File: config.mk
export PLATFORM = sky130hd
export DESIGN_NAME = srrt_ram
export DESIGN_NICKNAME = d
export VERILOG_FILES = /design/src/rtl/assert_macros.svh /design/src/rtl/srrt_ram.sv
export SDC_FILE = /design/constraint.sdc
export NUM_CORES = 1
export LEC_CHECK = 0
export BUFFER_PORTS_ARGS = -buffer_cell sky130_fd_sc_hd__buf_2
export CAP_MARGIN = 20
export CORE_MARGIN = 2
export CORE_UTILIZATION = 25
export CTS_CLUSTER_DIAMETER = 80
export DETAILED_ROUTE_END_ITERATION = 12
export PLACE_DENSITY_LB_ADDON = 0.05
export SLEW_MARGIN = 20
export SYNTH_ARGS = -nofsm -noshare
export SYNTH_HDL_FRONTEND = slang
export SYNTH_SLANG_ARGS = --single-unit
File: constraint.sdc
create_clock -name clk -period 6.1 [get_ports clk]
set_clock_uncertainty 0.05 [all_clocks]
set_input_delay 1.83 -clock clk [delete_from_list [all_inputs] [get_ports clk]]
set_output_delay 1.83 -clock clk [all_outputs]
set_load 0.005 [all_outputs]
File: src/rtl/assert_macros.svh
// ============================================================================
// Assertion macros
// Shared concurrent assertion helpers for the range remap table RTL.
// ============================================================================
`ifndef ASSERT_MACROS_SVH
`define ASSERT_MACROS_SVH
`ifndef SYNTHESIS
// Property must hold at every clock edge outside reset.
`define SRRT_ASSERT(lbl, clk, rstn, prop, msg) \
  lbl: assert property (@(posedge clk) disable iff (!(rstn)) (prop)) else $error(msg);
// Condition must never be true outside reset.
`define SRRT_NEVER(lbl, clk, rstn, cond, msg) \
  lbl: assert property (@(posedge clk) disable iff (!(rstn)) !(cond)) else $error(msg);
`else
`define SRRT_ASSERT(lbl, clk, rstn, prop, msg)
`define SRRT_NEVER(lbl, clk, rstn, cond, msg)
`endif
`endif

File: src/rtl/srrt_ram.sv
// ============================================================================
// Generic RAM
// Single write port, single read port with registered read data.
// ============================================================================
`default_nettype none

module srrt_ram #(
  parameter int WIDTH = 8,
  parameter int DEPTH = 16
) (
  input  wire logic                                  clk,
  input  wire logic                                  we,
  input  wire logic [((DEPTH > 1) ? $clog2(DEPTH) : 1)-1:0] waddr,
  input  wire logic [WIDTH-1:0]                      wdata,
  input  wire logic [((DEPTH > 1) ? $clog2(DEPTH) : 1)-1:0] raddr,
  output logic      [WIDTH-1:0]                      rdata
);

  logic [WIDTH-1:0] mem [DEPTH];

  // Write and registered read.
  always_ff @(posedge clk) begin
    if (we) begin
      mem[waddr] <= wdata;
    end
    rdata <= mem[raddr];
  end

endmodule

`default_nettype wire

==> results_dict.tcl <==
set metrics [dict create \
    status "completed" \
    yosys-top-cells-area "edfxtp_1 (75%), mux4_2 (7.9%), mux4_1 (7.1%)" \
    synth.avg_cell_area_um2 22.48 \
    synth_cells 229 \
    cp_top_family "buffers and inverters" \
    arrival_ns 3.75 \
    crit_type "input port to flop" \
    p_sw_w 0.0004435 \
    drc 0 \
    routedWlPerCell_um 22.81 \
    use_met3 0.03117 \
    leakagePower_nw 2.032 \
    postCtsSetupBuffers 0 \
    power.density_mw_per_mm2 342.0 \
    areaGrowthSynthToFinish_pct 20.49 \
    clock-sinks 136 \
    fp.coreArea_mm2 0.02023 \
    cts_tree "done" \
    worst-path-max-fanout 24 \
    maxSlewViolCount 0 \
    cts_buffers 17 \
    post-route-period-util 0.5750 \
    synthDistinctLibCells 19 \
    clkPwrFrac 0.458 \
    rsz0062_at_grt "false" \
    synth-seq-cells 136 \
    ys.warnings.count 0 \
    tns_ns 0 \
    synth.cell_area_mm2 0.005147 \
    die_w_um 147.5 \
    setup_violations 0 \
    dieArea_mm2 0.02175 \
    fin_cells 559 \
    r2r_cells 3 \
    crit_start "raddr[0]" \
    hp-start "mem[12][0]" \
    rows 52 \
    cts_root_buf "clkbuf_16" \
    whs_ns 0.6145 \
    track_usage 0.1260 \
    hp-class "flop to flop" \
    hold_buffers 0 \
    syn_nets 247 \
    critical_path.max_stage_delay_ns 0.66 \
    grt_max_degree 33 \
    max_cap_violations 0 \
    crit_chain "buf_2 > buf_4 > mux4_1 > a22oi_1 > nand2_1" \
    grt_pass1_wl_um 18600 \
    portBuffers 25 \
    cts_resized 0 \
    n_antenna_cell 0 \
    cp.required_ns 6.35 \
    max_freq_mhz 285.1 \
    p_int_w 0.001677 \
    yosysSeqAreaShare 0.7778 \
    nets 295 \
    initial_core_util 0.2544 \
    cp-start-kind "input port" \
    gp_congestion 0.6822 \
    end_kind "flop" \
    grt.busiest_layer "met1" \
    hold_depth 3 \
    io_pins 26 \
    met2_usage 0.1762 \
    hold_viol_final 0 \
    die_h_um 147.5 \
    grt_antenna_before_repair 2 \
    post-dp-hpwl_um 8021 \
    p_sw_frac 0.2091 \
    tightest_slew_ns 0.9727 \
    regToRegStartpoint "mem[11][7]" \
    dr_total_vias 2420 \
    fillers 1947 \
    p_total_w 0.002121 \
    relSlewSlack 0.3502 \
    cts_max_level 4 \
    drive_gt1_frac 0.3114 \
    path_buf_inv 2 \
    drtAntennaViolNets 0 \
    finalWirelength_um 12750 \
    ff_latch_area_mm2 0.004004 \
    via_per_inst 4.329 \
    dp_cells 528 \
    first_iter_violations 210 \
    cts.clk_slew.worst_paths_ns 0.06 \
    clock_latency_ns 0.41 \
    yosys.area.top_type "edfxtp_1" \
    period_needed_ns 3.507 \
    post_dp_cell_area_mm2 0.005640 \
    postLayoutCellArea_mm2 0.006202 \
    globalRouteMet1Util 0.1899 \
    yosysTopAreaCellShare 0.7467 \
    critPathSlowestCell "buf_2" \
    peakVddDrop_v 0.0001867 \
    overflow 0 \
    grt_pass1_vias 2556 \
    seqPwrFrac 0.496 \
    combPwrFrac 0.046 \
    multi_input_area_mm2 0.001067 \
    worst-path-stages 5 \
    drt-pass1-iter-count 5 \
    cts_buffer_depth 2 \
]
==> registers in the layout (all words and copies together), names as in the netlist <==
signal,cells
rdata,8
mem,128
==> layout by cell type, fill, tap and decap left out, drive strengths merged, types with 2 or more instances in the layout <==
master / synthesis / layout
buf: 7 / 39
edfxtp: 128 / 128
a22oi: 16 / 16
clkinvlp: 0 / 4
nand2b: 2 / 2
nor3: 4 / 4
nand3b: 2 / 2
mux4: 32 / 32
nand2: 9 / 9
clkbuf: 0 / 17
nor2: 13 / 13
bufinv: 0 / 2
clkinv: 0 / 7
dfxtp: 8 / 8
==> synthesized netlist by cell type <==
master and instances:
nand3_1 1, dfxtp_1 8, nor2b_1 1, nand2_1 9, and2b_1 1, buf_6 3, clkdlybuf4s25_2 3, mux4_1 14
edfxtp_1 128, a22oi_1 16, nand3b_1 2, or3b_2 1, nor3_1 4, buf_4 1, nor2_1 13, and2_1 1
buf_2 3, mux4_2 18, nand2b_1 2
==> power groups by stage <==
| stage | sequential [W] | clock (W) | combinational [W] |
|---|---|---|---|
| 5_1_grt | 0.00105 | 0.00104 | 0.000109 |
| 6_report | 0.00105 | 0.000970 | 0.0000977 |
| 4_1_cts | 0.00105 | 0.00100 | 0.000102 |
| 2_1_floorplan | 0.00107 | 0 | 0.0000530 |
| 3_3_place_gp | 0.00107 | 0 | 0.000101 |
| 3_5_place_dp | 0.00107 | 0 | 0.000102 |
==> metal layers <==
layer / wire (um) / up-vias
met2: 5507 / 66
met5: 7 / -
met3: 619 / 9
met4: 153 / 2
li1: - / 1069
met1: 6461 / 1274
==> worst reg2reg max path: stages, from the launching register on <==
cell,delay [ns]
edfxtp_1,0.37
mux4_2,0.48
a22oi_1,0.42
nand2_1,0.11
==> stage by stage <==
| step | util | worst slack, ns |
|---|---|---|
| final | 0.3065 | 2.593 |
| after global routing | 0.3065 | 2.428 |
| after CTS | 0.3064 | 2.509 |
| after detailed placement | 0.2788 | 2.073 |
| after global placement | 0.2778 | 2.053 |
| after floorplan | - | 2.727 |
==> logic make-up after synthesis <==
family | Yosys count | share of synthesized area
flip-flops | 136 | 0.7778
AND/OR/NAND/NOR | 35 | 0.03184
multiplexers | 32 | 0.1502
AO/OA/AOI/OAI | 16 | 0.02334
buffers and inverters | 10 | 0.01677
==> layout make-up <==
class | instances | area share
tap | 270 | 0.05447
multi-input combinational | 83 | 0.1721
sequential | 136 | 0.6456
clock inverter | 14 | 0.02159
clock buffer | 17 | 0.06859
timing repair buffer | 39 | 0.03772
==> path summary, 6_finish.rpt <==
kind,endpoint,slack [ns]
worst min-delay path,rdata[0],0.61
worst max register to register,rdata[7],4.54
worst max-delay path,rdata[3],2.59
worst min register to register,rdata[0],0.61
Power figures use the tool's default switching activity.
