[config.mk]
export PLATFORM = sky130hd
export DESIGN_NAME = srrt_remap_unit
export DESIGN_NICKNAME = d
export VERILOG_FILES = /design/src/rtl/assert_macros.svh /design/src/rtl/srrt_pkg.sv /design/src/rtl/srrt_remap_unit.sv
export SDC_FILE = /design/constraint.sdc
export NUM_CORES = 1
export LEC_CHECK = 0
export BUFFER_PORTS_ARGS = -buffer_cell sky130_fd_sc_hd__buf_4
export CAP_MARGIN = 20
export CORE_MARGIN = 1
export CORE_UTILIZATION = 59
export CTS_BUF_LIST = sky130_fd_sc_hd__clkbuf_16
export CTS_CLUSTER_SIZE = 8
export DETAILED_ROUTE_END_ITERATION = 8
export PLACE_DENSITY = 0.82
export SLEW_MARGIN = 40
export SYNTH_ARGS = -nofsm -noshare
export SYNTH_HDL_FRONTEND = slang
export SYNTH_SLANG_ARGS = --single-unit
[constraint.sdc]
create_clock -name clk -period 11.3 [get_ports clk]
set_input_delay 1.13 -clock clk [delete_from_list [all_inputs] [get_ports clk]]
set_output_delay 1.13 -clock clk [all_outputs]
set_load 0.05 [all_outputs]
[src/rtl/assert_macros.svh]
// ============================================================================
// Assertion macros
// Shared concurrent assertion helpers for the range remap table RTL.
// ============================================================================
`ifndef ASSERT_MACROS_SVH
`define ASSERT_MACROS_SVH
`ifndef SYNTHESIS
// Property must hold at every clock edge outside reset.
`define SRRT_ASSERT(lbl, clk, rstn, prop, msg) \
  lbl: assert property (@(posedge clk) disable iff (!(rstn)) (prop)) else $error(msg);
// Condition must never be true outside reset.
`define SRRT_NEVER(lbl, clk, rstn, cond, msg) \
  lbl: assert property (@(posedge clk) disable iff (!(rstn)) !(cond)) else $error(msg);
`else
`define SRRT_ASSERT(lbl, clk, rstn, prop, msg)
`define SRRT_NEVER(lbl, clk, rstn, cond, msg)
`endif
`endif

[src/rtl/srrt_pkg.sv]
// ============================================================================
// Range remap table package
// Action codes, the stored entry layout and the control bundle of the unit.
// ============================================================================
`default_nettype none

package srrt_pkg;

  // Action codes carried in the input item's tuser.
  localparam logic [1:0] ACT_WRITE     = 2'd0;
  localparam logic [1:0] ACT_TRANSLATE = 2'd1;
  localparam logic [1:0] ACT_CLEAR     = 2'd2;

  localparam int VALUE_W = 32;

  // One stored range entry, as held in the entry memory.
  typedef struct packed {
    logic [VALUE_W-1:0] length;
    logic [VALUE_W-1:0] source;
    logic [VALUE_W-1:0] dest;
  } entry_t;

  localparam int ENTRY_W = $bits(entry_t);

  // Control from the sequencer to the shared compare and remap unit.
  typedef struct packed {
    logic load;    // take a new value, forget any pick
    logic eval;    // entry read data is valid this cycle
    logic finish;  // apply the pick of the finished stage
  } unit_ctl_t;

endpackage

`default_nettype wire

[src/rtl/srrt_remap_unit.sv]
// ============================================================================
// Shared compare and remap unit
// Tracks the best entry of the stage being scanned and applies it at the end.
// ============================================================================
`default_nettype none

module srrt_remap_unit (
  input  wire logic                           clk,
  input  wire logic                           rst_n,
  input  wire srrt_pkg::unit_ctl_t            ctl,
  input  wire logic [srrt_pkg::VALUE_W-1:0]   value_in,
  input  wire srrt_pkg::entry_t               ent,
  input  wire logic                           ent_valid,
  output logic      [srrt_pkg::VALUE_W-1:0]   value_out
);

  logic [srrt_pkg::VALUE_W-1:0] v_r, v_nxt;
  logic                         found_r, found_nxt;
  srrt_pkg::entry_t             best_r, best_nxt;
  logic                         hit;
  logic [srrt_pkg::VALUE_W:0]   end_sum;
  logic                         covered;

  // Candidate test: valid, starts at or below the value, and beats the pick.
  // A strict compare keeps the lowest slot among equal source starts.
  assign hit = ent_valid && (ent.source <= v_r) && (!found_r || (ent.source > best_r.source));

  // End of range is checked at 33 bits so a range reaching the top never wraps.
  assign end_sum = {1'b0, best_r.source} + {1'b0, best_r.length};
  assign covered = found_r && ({1'b0, v_r} < end_sum);

  always_comb begin
    v_nxt     = v_r;
    found_nxt = found_r;
    best_nxt  = best_r;
    if (ctl.load) begin
      v_nxt     = value_in;
      found_nxt = 1'b0;
    end else if (ctl.eval) begin
      if (hit) begin
        found_nxt = 1'b1;
        best_nxt  = ent;
      end
    end else if (ctl.finish) begin
      if (covered) begin
        v_nxt = v_r - best_r.source + best_r.dest;
      end
      found_nxt = 1'b0;
    end
  end

  always_ff @(posedge clk) begin
    if (!rst_n) begin
      found_r <= 1'b0;
    end else begin
      found_r <= found_nxt;
    end
    v_r    <= v_nxt;
    best_r <= best_nxt;
  end

  assign value_out = v_r;

endmodule

`default_nettype wire
==> flow_metrics.py <==
metrics = {
    "pwr": {
        "p_seq_share_pct": 25.8,
        "p_clk_share_pct": 18.7,
        "internal_power_mw": 1.519,
        "p_comb_share_pct": 55.5,
        "p_per_area_nw_per_um2": 215.9,
        "p_leak_nw": 6.122,
        "peakVddDrop_uv": 222.2,
        "p_sw_share_pct": 44.48,
        "switchingPower_mw": 1.217,
    },
    "logic_synthesis": {
        "ys_warn_count": 0,
        "synth_area_leaders": "edfxtp_1 (36%), ha_1 (19%), inv_1 (6.4%), fa_1 (6.0%), a21o_1 (4.2%)",
        "synth-seq-area-share_pct": 36.35,
        "synthTopCellsByCount": "inv_1 (182), ha_1 (159), edfxtp_1 (128)",
        "synth-main-ff-cell": "edfxtp_1",
        "synth_area_per_cell_um2": 10.01,
        "synth_top_cell_by_area": "edfxtp_1",
        "synth-async-reset-ratio_pct": 0,
        "postSynthCellCount": 1062,
        "syn-num-nets": 1387,
        "yosysTopAreaCellShare_pct": 36.16,
        "yosysMostFrequentCell": "inv_1",
        "synthDistinctLibCells": 65,
        "ys_ff_latch": 129,
        "synth_edf_count": 128,
        "syn_area_um2": 10630,
    },
    "clock_tree": {
        "ctsHoldBuffers": 0,
        "cts_tree": "done",
        "cts_buffer_depth": 2,
        "cts_num_sinks": 129,
        "ctsResizeCount": 0,
        "clkTransAtPathRegs_ps": 60,
        "cts_max_level": 4,
        "cts_setup_buffers": 0,
        "cts_inserted_buffers": 17,
        "clk_latency_ps": 440,
        "cts-root-buf": "clkbuf_16",
    },
    "timing": {
        "finalHoldViolCount": 0,
        "clock_skew_ps": 14.62,
        "worst_pin_slew_ps": 947.6,
        "setup_viol": 0,
        "tns_ps": 0,
        "fin_crit_ps": 5630,
        "holdWs_ps": 587.0,
        "finalCritPeriodShare_pct": 49.82,
        "layout_setup_ws_ps": 5670,
        "max_slew_margin_pct": 36.24,
        "grt_setup_unrepaired": "no",
        "max_freq_mhz": 177.6,
        "finalMaxSlewViolations": 0,
    },
    "routing": {
        "drc_errors": 0,
        "wl_per_cell_um": 18.75,
        "antenna_left": 0,
        "via_per_inst": 5.860,
        "vias": 8644,
        "firstDrtPassIters": 5,
        "routed_wl_mm": 27.66,
        "first_iter_violations": 698,
    },
    "grt": {
        "overflow": 0,
        "grt_max_degree": 66,
        "gr-usage-all-layers_pct": 31.32,
        "grt_pass1_vias": 8500,
        "grt_pass1_wl_mm": 43.19,
        "antenna_found_initial": 0,
    },
    "cells_and_area": {
        "fin_nets": 1562,
        "n_antenna_cell": 0,
        "area_growth_syn_to_layout_pct": 19.20,
        "drive_gt1_share_pct": 17.12,
    },
    "worst_setup_path": {
        "cp-end-kind": "register",
        "criticalPathCategory": "register to register",
        "crit_fanout": 32,
        "worstPathArrival_ps": 5700,
        "required_ps": 11370,
        "startpoint_type": "register",
    },
    "die": {
        "dieArea_um2": 18560,
        "die_h_um": 136.2,
        "core_area_um2": 17420,
        "std_cell_rows": 48,
        "dieWidth_um": 136.2,
        "boundaryPins": 166,
        "initial_core_util_pct": 61.03,
    },
    "placed_design": {
        "gp_congestion": 0.9336,
        "io_buffers": 165,
        "dp_slack_ps": 5770,
        "dp_hpwl_mm": 21.93,
    },
    "run": {
        "max_cap_violations": 0,
    },
    "status": {
        "status": "complete, no violations",
    },
    "hold_path": {
        "min_path_type": "register to register",
    },
}
## power by group through the flow
| stage | combinational (mW) | sequential (mW) | clock [mW] |
|---|---|---|---|
| after detailed placement | 1.48 | 0.714 | 0 |
| after global placement | 1.45 | 0.715 | 0 |
| after global routing | 1.68 | 0.711 | 0.534 |
| final | 1.52 | 0.706 | 0.511 |
| after CTS | 1.50 | 0.705 | 0.515 |
| after floorplan | 0.958 | 0.843 | 0 |
## layer usage
layer,wire (um),GRT usage (%),up-vias
met5,0,0,-
met4,943,13.58,0
met3,1993,6.972,67
met2,12980,51.27,351
met1,11750,39.66,4062
li1,-,-,4164
## registers in the layout, summed over array words and instances (netlist names)
name,flops
best_r,96
value_out,32
found_r,1
## worst paths after layout
kind	from	to	depth (start not counted)	slack, ps
max	best_r[32]	value_out[17]	22	5670
min	found_r	found_r	2	590
min reg2reg	found_r	found_r	2	590
max reg2reg	best_r[32]	value_out[17]	22	5670
## stage by stage
step / instances / utilization [%] / power, mW / cell area, um2
after floorplan: 1062 / - / 1.801 / 10630
after global placement: 1443 / 69.64 / 2.164 / 12130
after detailed placement: 1443 / 69.67 / 2.197 / 12130
after CTS: 1475 / 72.75 / 2.725 / 12670
after global routing: 1475 / 72.75 / 2.929 / 12670
final: 1475 / 72.75 / 2.735 / 12670
## cells by family after synthesis
| kind of cell | synth area share, % |
|---|---|
| AOI/OAI and AO/OA | 17.73 |
| xor gates and xnor gates | 4.449 |
| adders and majority gates | 24.74 |
| buffers and inverters | 7.027 |
| DFF | 36.35 |
| muxes | 0.3060 |
| and+or+nand+nor | 9.405 |
## final cells by class
class                   instances  area (um2)
repair buffers                168        1261
flip-flops and latches        129        3864
clock buffers                  17       425.4
inverters                     182       683.2
multi-input cells             739        6045
well taps                     225       281.5
clock inverters                15       111.4
fillers                      1279        4746
## cells in the final DEF, fill, tap and decap left out, types with 12 or more instances in the layout
cell,synthesis,layout
inv_1,182,183
buf_4,1,168
ha_1,159,159
edfxtp_1,128,128
o21ai_0,71,71
a21oi_1,70,70
nand2_1,61,61
a21o_1,60,60
nor2_1,41,41
fa_1,32,32
xnor2_1,29,29
xor2_1,25,25
nand4_1,23,23
clkbuf_16,0,17
nand3_1,14,14
o21bai_1,13,13
nor2b_1,12,12
## worst max-delay path, cell delays in order, from the launching register on
cell,delay (ps)
edfxtp_1,430
ha_1,270
fa_1,420
a21o_1,180
a21oi_1,340
o21ai_1,160
a211oi_1,410
o21ai_0,240
a21boi_1,280
nor2_1,100
a31oi_1,210
xor2_1,170
ha_1,260
a21oi_1,140
nor2b_1,60
o21ai_0,140
nand3b_1,120
a41oi_1,190
a211oi_1,60
a2111oi_0,360
nor2_1,130
a31oi_4,140
buf_4,440
Power figures use the tool's default switching activity.
